$ cat src/hdl/mur2_pkg.sv
`timescale 1ns / 1ps
// ----------------------------------------------------------------------------
// mur2_pkg : shared constants for the byte-serial MurmurHash2 block
// Widths of the stream fields, the mixing constants and the seed reset value.
// ----------------------------------------------------------------------------
package mur2_pkg;

  // Stream field widths
  localparam int KEY_BYTE_W   = 8;
  localparam int KEY_LENGTH_W = 16;
  localparam int HASH_W       = 32;
  localparam int WORD_BYTES_W = 24;

  // Default for the number of key-length bits taken into the seed term
  localparam int KEY_LEN_BITS_DEF = 16;

  // MurmurHash2 mixing constants
  localparam logic [HASH_W-1:0] MUR_M      = 32'h5bd1_e995;
  localparam int                MUR_R      = 24;
  localparam int                FIN_A      = 13;
  localparam int                FIN_B      = 15;
  localparam logic [HASH_W-1:0] SEED_RESET = 32'd97;

endpackage

$ cat src/hdl/mur2_if.sv
`timescale 1ns / 1ps
// ----------------------------------------------------------------------------
// mur2_if : stream channels of the MurmurHash2 block
// Key byte channel into the block and hash result channel out of it.
// ----------------------------------------------------------------------------

// Key byte channel
interface mur2_in_if;
  logic                                 valid;
  logic                                 ready;
  logic [mur2_pkg::KEY_BYTE_W-1:0]      key_byte;
  logic [mur2_pkg::KEY_LENGTH_W-1:0]    key_length;
  logic                                 first_byte;
  logic                                 last_byte;

  modport source (output valid, key_byte, key_length, first_byte, last_byte,
                  input  ready);
  modport sink   (input  valid, key_byte, key_length, first_byte, last_byte,
                  output ready);
endinterface

// Hash result channel
interface mur2_out_if;
  logic                          valid;
  logic                          ready;
  logic [mur2_pkg::HASH_W-1:0]   digest;

  modport source (output valid, digest, input ready);
  modport sink   (input  valid, digest, output ready);
endinterface

$ cat src/hdl/mur2_mul.sv
`timescale 1ns / 1ps
// ----------------------------------------------------------------------------
// mur2_mul : shared multiply-by-M unit
// Registered low 32 bits of op * M; the product updates only when enabled.
// ----------------------------------------------------------------------------
module mur2_mul (
  input  logic                        clk,
  input  logic                        en,
  input  logic [mur2_pkg::HASH_W-1:0] op,
  output logic [mur2_pkg::HASH_W-1:0] prod
);
  import mur2_pkg::*;

  logic [HASH_W-1:0]   prod_r;
  logic [HASH_W-1:0]   prod_nxt;

  // modulo 2^32 product
  always_comb begin
    prod_nxt = en ? (op * MUR_M) : prod_r;
  end

  always_ff @(posedge clk) begin
    prod_r <= prod_nxt;
  end

  assign prod = prod_r;

endmodule

$ cat src/hdl/murmur2_byte_hasher_top.sv
`timescale 1ns / 1ps
// ----------------------------------------------------------------------------
// murmur2_byte_hasher_top : byte-serial 32-bit MurmurHash2
// Packs key bytes into words and mixes them through one shared multiplier.
// ----------------------------------------------------------------------------
// Usage
//   in_if  : one key byte per beat, with key_length, first_byte, last_byte.
//            first_byte restarts the hash as seed ^ length; last_byte closes
//            the key and yields one hash beat on out_if.
//   cfg_we : writes cfg_wdata into the seed; write only while idle.
// Sequencing (one multiplier by M, registered, stepped by a small FSM)
//   - a byte that does not complete a word is packed into the word in idle
//   - a byte that completes a word: three products in turn, through K1, K2, K3
//   - the last byte adds the tail product and the final product; the hash
//     is then registered in the output slot.
//   No new byte is taken while a word is mixed or a hash is finished.
// Stalls
//   The hash sits in an output register; bytes of the next key are still
//   taken while it waits. Only the next finished hash waits for the slot.
// Reset
//   rst_n low clears the hash state, the output valid, and sets seed to 97.
// ----------------------------------------------------------------------------
module murmur2_byte_hasher_top #(
  parameter int KEY_LEN_BITS = mur2_pkg::KEY_LEN_BITS_DEF
) (
  input  logic                        clk,
  input  logic                        rst_n,
  mur2_in_if.sink                     in_if,
  mur2_out_if.source                  out_if,
  input  logic                        cfg_we,
  input  logic [mur2_pkg::HASH_W-1:0] cfg_wdata
);
  import mur2_pkg::*;

  localparam logic [HASH_W:0]   LEN_MASK_W = ({{HASH_W{1'b0}}, 1'b1} << KEY_LEN_BITS)
                                             - {{HASH_W{1'b0}}, 1'b1};
  localparam logic [HASH_W-1:0] LEN_MASK   = LEN_MASK_W[HASH_W-1:0];

  // sequencer codes
  localparam logic [2:0] ST_IDLE  = 3'd0;
  localparam logic [2:0] ST_K1    = 3'd1;
  localparam logic [2:0] ST_K2    = 3'd2;
  localparam logic [2:0] ST_K3    = 3'd3;
  localparam logic [2:0] ST_TAIL  = 3'd4;
  localparam logic [2:0] ST_TAIL2 = 3'd5;
  localparam logic [2:0] ST_FIN   = 3'd6;

  logic [2:0]              state_r, state_nxt;
  logic [HASH_W-1:0]       h_r, h_nxt;
  logic [HASH_W-1:0]       k_r, k_nxt;
  logic [WORD_BYTES_W-1:0] word_r, word_nxt;
  logic [1:0]              phase_r, phase_nxt;
  logic                    last_r, last_nxt;
  logic [HASH_W-1:0]       seed_r, seed_nxt;
  logic                    out_valid_r, out_valid_nxt;
  logic [HASH_W-1:0]       out_hash_r, out_hash_nxt;

  logic                    accept;
  logic                    slot_free;
  logic [HASH_W-1:0]       len_ext;
  logic [HASH_W-1:0]       h0;
  logic [WORD_BYTES_W-1:0] w0;
  logic [WORD_BYTES_W-1:0] w1;
  logic [1:0]              p0;
  logic [HASH_W-1:0]       mix_t;
  logic [HASH_W-1:0]       h_word;
  logic [HASH_W-1:0]       mul_op;
  logic                    mul_en;
  logic [HASH_W-1:0]       mul_prod;

  // shared multiplier
  mur2_mul u_mul (
    .clk  (clk),
    .en   (mul_en),
    .op   (mul_op),
    .prod (mul_prod)
  );

  assign in_if.ready   = (state_r == ST_IDLE);
  assign accept        = in_if.valid && in_if.ready;
  assign slot_free     = !out_valid_r || out_if.ready;
  assign out_if.valid  = out_valid_r;
  assign out_if.digest = out_hash_r;

  // start-of-key selection and byte packing
  always_comb begin
    len_ext = {{(HASH_W-KEY_LENGTH_W){1'b0}}, in_if.key_length} & LEN_MASK;
    h0      = in_if.first_byte ? (seed_r ^ len_ext) : h_r;
    w0      = in_if.first_byte ? '0 : word_r;
    p0      = in_if.first_byte ? 2'd0 : phase_r;
    w1      = w0 | ({{(WORD_BYTES_W-KEY_BYTE_W){1'b0}}, in_if.key_byte} << {p0, 3'b000});
    mix_t   = mul_prod ^ (mul_prod >> MUR_R);
    h_word  = mul_prod ^ k_r;
  end

  // sequencer
  always_comb begin
    state_nxt     = state_r;
    h_nxt         = h_r;
    k_nxt         = k_r;
    word_nxt      = word_r;
    phase_nxt     = phase_r;
    last_nxt      = last_r;
    seed_nxt      = cfg_we ? cfg_wdata : seed_r;
    out_valid_nxt = (out_valid_r && out_if.ready) ? 1'b0 : out_valid_r;
    out_hash_nxt  = out_hash_r;
    mul_en        = 1'b0;
    mul_op        = h_r;

    unique case (state_r)
      ST_IDLE: begin
        if (accept) begin
          h_nxt    = h0;
          last_nxt = in_if.last_byte;
          if (p0 == 2'd3) begin
            // word complete: k * M first
            mul_en    = 1'b1;
            mul_op    = {in_if.key_byte, w0};
            word_nxt  = '0;
            phase_nxt = 2'd0;
            state_nxt = ST_K1;
          end else begin
            word_nxt  = w1;
            phase_nxt = p0 + 2'd1;
            if (in_if.last_byte) begin
              state_nxt = ST_TAIL;
            end
          end
        end
      end
      ST_K1: begin
        // k ^= k >> 24, then k * M
        mul_en    = 1'b1;
        mul_op    = mix_t;
        state_nxt = ST_K2;
      end
      ST_K2: begin
        k_nxt     = mul_prod;
        mul_en    = 1'b1;
        mul_op    = h_r;
        state_nxt = ST_K3;
      end
      ST_K3: begin
        // fold the word into h
        h_nxt = h_word;
        if (last_r) begin
          mul_en    = 1'b1;
          mul_op    = h_word ^ (h_word >> FIN_A);
          state_nxt = ST_FIN;
        end else begin
          state_nxt = ST_IDLE;
        end
      end
      ST_TAIL: begin
        mul_en    = 1'b1;
        mul_op    = h_r ^ {{(HASH_W-WORD_BYTES_W){1'b0}}, word_r};
        state_nxt = ST_TAIL2;
      end
      ST_TAIL2: begin
        mul_en    = 1'b1;
        mul_op    = mul_prod ^ (mul_prod >> FIN_A);
        state_nxt = ST_FIN;
      end
      ST_FIN: begin
        // hold the product until the output slot is free
        if (slot_free) begin
          out_valid_nxt = 1'b1;
          out_hash_nxt  = mul_prod ^ (mul_prod >> FIN_B);
          h_nxt         = '0;
          word_nxt      = '0;
          phase_nxt     = 2'd0;
          last_nxt      = 1'b0;
          state_nxt     = ST_IDLE;
        end
      end
      default: begin
        state_nxt = ST_IDLE;
      end
    endcase
  end

  // control and hash state
  always_ff @(posedge clk) begin
    if (!rst_n) begin
      state_r     <= ST_IDLE;
      h_r         <= '0;
      word_r      <= '0;
      phase_r     <= 2'd0;
      last_r      <= 1'b0;
      seed_r      <= SEED_RESET;
      out_valid_r <= 1'b0;
    end else begin
      state_r     <= state_nxt;
      h_r         <= h_nxt;
      word_r      <= word_nxt;
      phase_r     <= phase_nxt;
      last_r      <= last_nxt;
      seed_r      <= seed_nxt;
      out_valid_r <= out_valid_nxt;
    end
  end

  // payload
  always_ff @(posedge clk) begin
    k_r        <= k_nxt;
    out_hash_r <= out_hash_nxt;
  end

endmodule

$ cat src/flat_wrapper.sv
// flat-port wrapper written by rule: the top's interface ports become plain ports
module murmur2_byte_hasher_top_flat import mur2_pkg::*;
#(
  parameter int KEY_LEN_BITS = mur2_pkg::KEY_LEN_BITS_DEF
)
  (clk, rst_n, cfg_we, cfg_wdata, in_if_valid, in_if_key_byte, in_if_key_length, in_if_first_byte, in_if_last_byte, in_if_ready, out_if_valid, out_if_digest, out_if_ready);
  mur2_in_if in_if_i ();
  mur2_out_if out_if_i ();
  input  logic clk;
  input  logic rst_n;
  input  logic cfg_we;
  input  logic [mur2_pkg::HASH_W-1:0] cfg_wdata;
  input wire logic [$bits(in_if_i.valid)-1:0] in_if_valid;
  input wire logic [$bits(in_if_i.key_byte)-1:0] in_if_key_byte;
  input wire logic [$bits(in_if_i.key_length)-1:0] in_if_key_length;
  input wire logic [$bits(in_if_i.first_byte)-1:0] in_if_first_byte;
  input wire logic [$bits(in_if_i.last_byte)-1:0] in_if_last_byte;
  output wire logic [$bits(in_if_i.ready)-1:0] in_if_ready;
  output wire logic [$bits(out_if_i.valid)-1:0] out_if_valid;
  output wire logic [$bits(out_if_i.digest)-1:0] out_if_digest;
  input wire logic [$bits(out_if_i.ready)-1:0] out_if_ready;
  assign in_if_i.valid = in_if_valid;
  assign in_if_i.key_byte = in_if_key_byte;
  assign in_if_i.key_length = in_if_key_length;
  assign in_if_i.first_byte = in_if_first_byte;
  assign in_if_i.last_byte = in_if_last_byte;
  assign in_if_ready = in_if_i.ready;
  assign out_if_valid = out_if_i.valid;
  assign out_if_digest = out_if_i.digest;
  assign out_if_i.ready = out_if_ready;
  murmur2_byte_hasher_top #(.KEY_LEN_BITS(KEY_LEN_BITS)) u_core (.clk(clk), .rst_n(rst_n), .in_if(in_if_i), .out_if(out_if_i), .cfg_we(cfg_we), .cfg_wdata(cfg_wdata));
endmodule
$ cat config.mk
export PLATFORM = sky130hd
export DESIGN_NAME = murmur2_byte_hasher_top_flat
export DESIGN_NICKNAME = d
export VERILOG_FILES = /design/src/hdl/mur2_pkg.sv /design/src/hdl/mur2_if.sv /design/src/hdl/mur2_mul.sv /design/src/hdl/murmur2_byte_hasher_top.sv /design/src/flat_wrapper.sv
export SDC_FILE = /design/constraint.sdc
export NUM_CORES = 1
export LEC_CHECK = 0
export BUFFER_PORTS_ARGS = -buffer_cell sky130_fd_sc_hd__buf_4
export CORE_MARGIN = 8
export CORE_UTILIZATION = 50
export CTS_BUF_LIST = sky130_fd_sc_hd__clkbuf_16
export DETAILED_ROUTE_END_ITERATION = 7
export PLACE_DENSITY = 0.75
export SLEW_MARGIN = 0
export SYNTH_ARGS = -nofsm -noshare
export SYNTH_HDL_FRONTEND = slang
export SYNTH_SLANG_ARGS = --single-unit
$ cat constraint.sdc
create_clock -name clk -period 18.45 [get_ports clk]
set_input_delay 0.9225 -clock clk [delete_from_list [all_inputs] [get_ports clk]]
set_output_delay 0.9225 -clock clk [all_outputs]
set_load 0.01 [all_outputs]
---- After elaboration in Yosys (flattened, before gate mapping) ----
Cells that the tools add are included.
storage, ports and cells
  register bits after elaboration ......... 191
  logic and storage cells ................. 78
operators by class
  add/subtract/negate cells ............... 1
  multipliers ............................. 1
  equal/unequal tests ..................... 11
  shift-type cells ........................ 1
  mux-type cells .......................... 34
  bitwise operators ....................... 8
  reductions and logical operators ........ 12
operators by type and width
  kind                                                                    count
  32-bit 2-to-1 mux                                                       6
  32-bit case mux with 5 select lines                                     1
  24-bit 2-to-1 mux                                                       4
  32-bit case mux with 3 select lines                                     1
  32-bit by 19-bit bitwise XOR with 32-bit output                         2
  24-bit case mux with 2 select lines                                     1
  32-bit by 31-bit multiplier with 32-bit output (second input constant)  1
  32-bit by 16-bit bitwise XOR with 32-bit output                         1
  32-bit by 17-bit bitwise XOR with 32-bit output                         1
  32-bit by 24-bit bitwise XOR with 32-bit output                         1
  32-bit bitwise XOR                                                      1
  32-bit by 8-bit bitwise XOR with 32-bit output                          1
  24-bit bitwise OR                                                       1
  8-bit by 5-bit left shift with 24-bit output                            1
  3-bit case mux with 7 select lines                                      1
  3-bit 2-to-1 mux                                                        5
  3-bit equality test (second input constant)                             3
  1-bit 2-to-1 mux                                                        8
  2-bit 2-to-1 mux                                                        4
  3-bit by 2-bit equality test with 1-bit output (second input constant)  2
  3-bit AND reduction                                                     2
  2-bit != test (second input constant)                                   2
  2-bit case mux with 2 select lines                                      1
  4-bit AND reduction                                                     1
  other kinds (15)                                                        16

---- Logic depth before layout (Yosys ltp) ----
  depth in word-level cells ............... 6
  gate-level depth with buffers ........... 34
  depth with buffers taken out ............ 32

---- Cells and area by module ----
Synthesis repeated with hierarchy kept, for this count alone.
unflattened totals
  cells, all modules ...................... 1883
  area, all modules ....................... 18529.0 um2
modules (own cells, without submodules)
  module                   times used  cells an instance  area an instance (um2)
  mur2_mul                 1           971                9865.7
  murmur2_byte_hasher_top  1           912                8663.3

---- Worst setup path after synthesis ----
Ideal clock, no wire load.
  path type ............................... input port to flip-flop
  start ................................... input port in_if_first_byte
  end ..................................... register u_core.u_mul.prod_r[31] (netlist: u_core.u_mul.prod[31]), data pin
  arrival ................................. 8421 ps
  required time ........................... 18182 ps
  slack ................................... 9761 ps
  stages on the path ...................... 28
  buffers on the path ..................... 2
  cells stage by stage .................... clkbuf_1 nor2b_1 ha_1 nand2_1 or3_4 clkbuf_1 o21ai_0 a22oi_1 o21ai_0 inv_1 fa_1 inv_1 fa_1 inv_1 fa_1 fa_1 fa_1 fa_1 fa_1 fa_1 xor2_1 xnor2_1 xnor2_1 xnor2_1 xnor2_1 xnor3_1 xor3_1 xor2_1
between the ends
  word-level cells in the longest chain between the ends .. 6
  elaborated cells between the ends (all ways) .. 7
RTL lines
  element                                           line                            text
  from (decl)                                       flat_wrapper.sv:16              input wire logic [$bits(in_if_i.first_byte)-1:0] in_if_first_byte;
  2-bit 2-to-1 mux                                  murmur2_byte_hasher_top.sv:90   p0 = in_if.first_byte ? 2'd0 : phase_r;
  2-bit equality test                               murmur2_byte_hasher_top.sv:115  if (p0 == 2'd3) begin
  32-bit 2-to-1 mux *                               murmur2_byte_hasher_top.sv:115
  32-bit 2-to-1 mux *                               murmur2_byte_hasher_top.sv:112  if (accept) begin
  32-bit case mux with 5 select lines *             murmur2_byte_hasher_top.sv:110  unique case (state_r)
  32-bit by 31-bit multiplier with 32-bit output *  mur2_mul.sv:19                  prod_nxt = en ? (op * MUR_M) : prod_r;
  to (signal assigned)                              mur2_mul.sv:23                  prod_r <= prod_nxt;
  to (decl)                                         mur2_mul.sv:14                  logic [HASH_W-1:0] prod_r;
Mark *: on every way between the ends. The rest lies on a longest branch, timed or not.
A chain may end at the register's enable or synchronous reset.

---- Final worst setup path ----
  start ................................... input port in_if_first_byte
  end ..................................... register u_core.u_mul.prod_r[29] (netlist: u_core.u_mul.prod[29]), data pin
Same word-level chain as after synthesis.

==> reports/results.ini <==
[outcome]
run_status = finished, final reports clean

[critical_path]
r2r_slack_ns = 9.51
cp_data_arrival_time_ns = 9.44
r2r-end = u_core.u_mul.prod[29]
r2r_start = u_core.phase_r[0]
worst-setup-path-type = in2reg
critical-path-max-stage-delay_ns = 0.59
cp_slowest_cell = or3_4
crit_path_end_kind = flip-flop
timing.critical_path.fanout_max = 17
cp-startpoint = in_if_first_byte
critical_path.startpoint_type = input pin
critPathRequiredTime_ns = 18.64
r2r.worst_path.cells = 30

[yosys]
syn_nets = 2235
synth_cell_types = 69
synthAdderAreaFrac_pct = 35.6
synth_area_um2 = 17800
synth_top_family_by_area = adder cells
synth-warning-count = 0
syn_area_per_cell_um2 = 10.0
yosys.area_share.xor_xnor_pct = 7.62
synth_compound_area_share_pct = 11.1
netlist_instances = 1774
number_of_synthesized_flops_with_an_enable_pin = 96
post_synth_mux_area_share_pct = 2.89
ys_dominant_reg_cell = edfxtp_1
synth_seq_cells = 191
asyncSetResetFlopFracSynth_pct = 0
post_synth_and_or_nand_nor_area_fraction_pct = 7.07
synth_seq_area_share_pct = 26.9

[die]
floorplan.rows = 69
floorplan.core_area_um2 = 35300
fp.dieH_um = 205
pin_count = 97
floorplan.die_area_um2 = 41900
initial_utilization_pct = 50.4
die-width_um = 205

[timing]
worst_slew_pin_slew_ns = 1.21
final.setup_skew_ns = 0.0128
setup_viol = 0
hold_violations_final = 0
grt_setup_unrepaired = false
slew_viol_final = 0
tns_ns = 0
achievable-frequency_ghz = 0.108
final_min_period_over_clock_period_pct = 50.2
min_period_ns = 9.26
max-slew-margin-rel_pct = 18.8

[route]
detail_route.vias_per_cell = 5.66
dr.pass1.iters = 6
remaining_drc_errors = 0
wl_per_cell_um = 21.4
postRouteAntennaNets = 0
drt-initial-drc-count = 1234
count_of_vias_placed_by_the_detailed_router = 13100
finalWirelength_um = 49700

[worst_hold_path]
min_from = u_core.phase_r[1]
holdPathEnd = u_core.phase_r[1]
path_class_of_the_lowest_slack_min_delay_path = reg2reg
min_delay_path_depth = 2

[global_route]
globalRouteOverflowTotal = 0
first_global_vias = 13600
overall_global_routing_resource_usage_pct = 24.0
first_pass_grt_wire_length_um = 77500
grt_max_degree = 93
number_of_antenna_violations_at_the_first_check_in_global_routing = 0

[finish]
drive_above_1_share_pct = 9.37
final_nets = 2305
finalInstanceArea_um2 = 19600
multiInputGateArea_um2 = 11500
count_of_inserted_antenna_diode_cells = 0
nFillCells = 2976
layout.area.seq_um2 = 4780
flow.area_growth_from_synthesis_pct = 10.1

[clock_tree]
tritoncts_clock_tree = done
cts-root-buf = clkbuf_16
numCtsBuffers = 17
clkSinkCount = 191
post_cts_buffers = 0
cts_max_level = 4
clk_pin_slew_ns = 0.07
cts-root-to-sink-buffers = 2
clk-insertion-delay-late_ns = 0.45
cts-resized-gates = 0
hold_buffers = 0

[place]
place.detailed.hpwl_um = 38000
place.port_buffers = 96
gp_congestion = 0.940
placement.cell_area_um2 = 19000

[job]
maxCapViolations = 0

==> cell type report <==
| type | count | area share (%) |
|---|---|---|
| timing repair buffer | 117 | 4.48 |
| tap | 461 | 2.94 |
| clock buffer | 17 | 2.17 |
| multi-input combinational | 1169 | 58.5 |
| clock inverter | 15 | 0.906 |
| sequential | 191 | 24.4 |
| inverter | 348 | 6.66 |
==> per-stage QoR <==
step	cells	hold slack, ns	setup slack [ns]	utilization, %
floorplan	1774	0.424	9.76	-
global placement	2286	0.464	9.06	53.8
detailed placement	2286	0.479	8.80	53.8
CTS	2318	0.488	9.25	55.6
global route	2318	0.518	8.66	55.6
finish	2318	0.493	9.19	55.6
==> how the worst max path moves through the flow <==
| stage | to | cells after the start |
|---|---|---|
| floorplan | u_core.u_mul.prod[31] | 28 |
| global placement | u_core.u_mul.prod[31] | 27 |
| detailed placement | u_core.u_mul.prod[29] | 31 |
| CTS | u_core.u_mul.prod[29] | 31 |
| global route | u_core.u_mul.prod[28] | 31 |
| finish | u_core.u_mul.prod[29] | 31 |
==> cell families (layout without fill, tap and decap cells) <==
kind of cell	count (synthesis)	after routing
AOI/OAI and AO/OA	297	297
xor gates and xnor gates	150	150
adders and majority gates	398	398
buffers and inverters	414	497
DFF	191	191
muxes	51	51
and+or+nand+nor	273	273
==> placed cells by master, fill, tap and decap left out, drive strengths merged, types with 7 or more instances in the layout <==
master / count
o21ai: 101
xnor2: 110
inv: 354
o211ai: 7
nand3b: 7
dfxtp: 95
nor3: 9
nor2: 129
xor2: 37
a21o: 10
nand2: 74
a21oi: 51
o221ai: 15
a211oi: 9
mux2i: 47
ha: 217
a22oi: 33
fa: 181
o21a: 9
buf: 117
edfxtp: 96
a221o: 12
nor3b: 12
clkbuf: 17
==> flip-flops by register name, indices dropped and copies added (netlist names) <==
name	flops
u_core.seed_r	32
u_core.k_r	32
u_core.word_r	24
u_core.last_r	1
u_core.phase_r	2
u_core.h_r	32
u_core.u_mul.prod	32
u_core.out_if.digest	32
u_core.state_r	3
u_core.out_if.valid	1
==> layer usage <==
layer	routed length (um)	vias up	track usage, %
met1	20600	6380	30.8
met5	0	-	0
met4	2850	0	12.3
li1	-	6007	-
met2	22800	589	39.5
met3	3460	139	3.08
==> synth_stat cells (15+ instances only) <==
cell	instances	area share, %
mux2i_1	47	2.6
a21oi_1	51	1.4
o221ai_1	15	0.74
ha_1	217	15
edfxtp_1	96	16
xor2_1	37	1.8
dfxtp_1	95	11
inv_1	347	7.3
xnor2_1	110	5.4
nor2_1	129	2.7
clkbuf_1	52	1.1
o21ai_0	100	2.8
nand2_1	74	1.6
fa_1	181	20
a22oi_1	32	1.3
==> critical path: cells and delay by family <==
kind / cells / cell delay (ns)
AND/OR/NAND/NOR: 4 / 1.83
XOR/XNOR: 1 / 0.12
buffers and inverters: 7 / 0.62
adder cells (fa/ha/maj): 10 / 4.18
AO/OA/AOI/OAI: 9 / 1.75
Power is not shown: default switching activity piles up to over one toggle a cycle in this logic, so the estimate is an artifact.
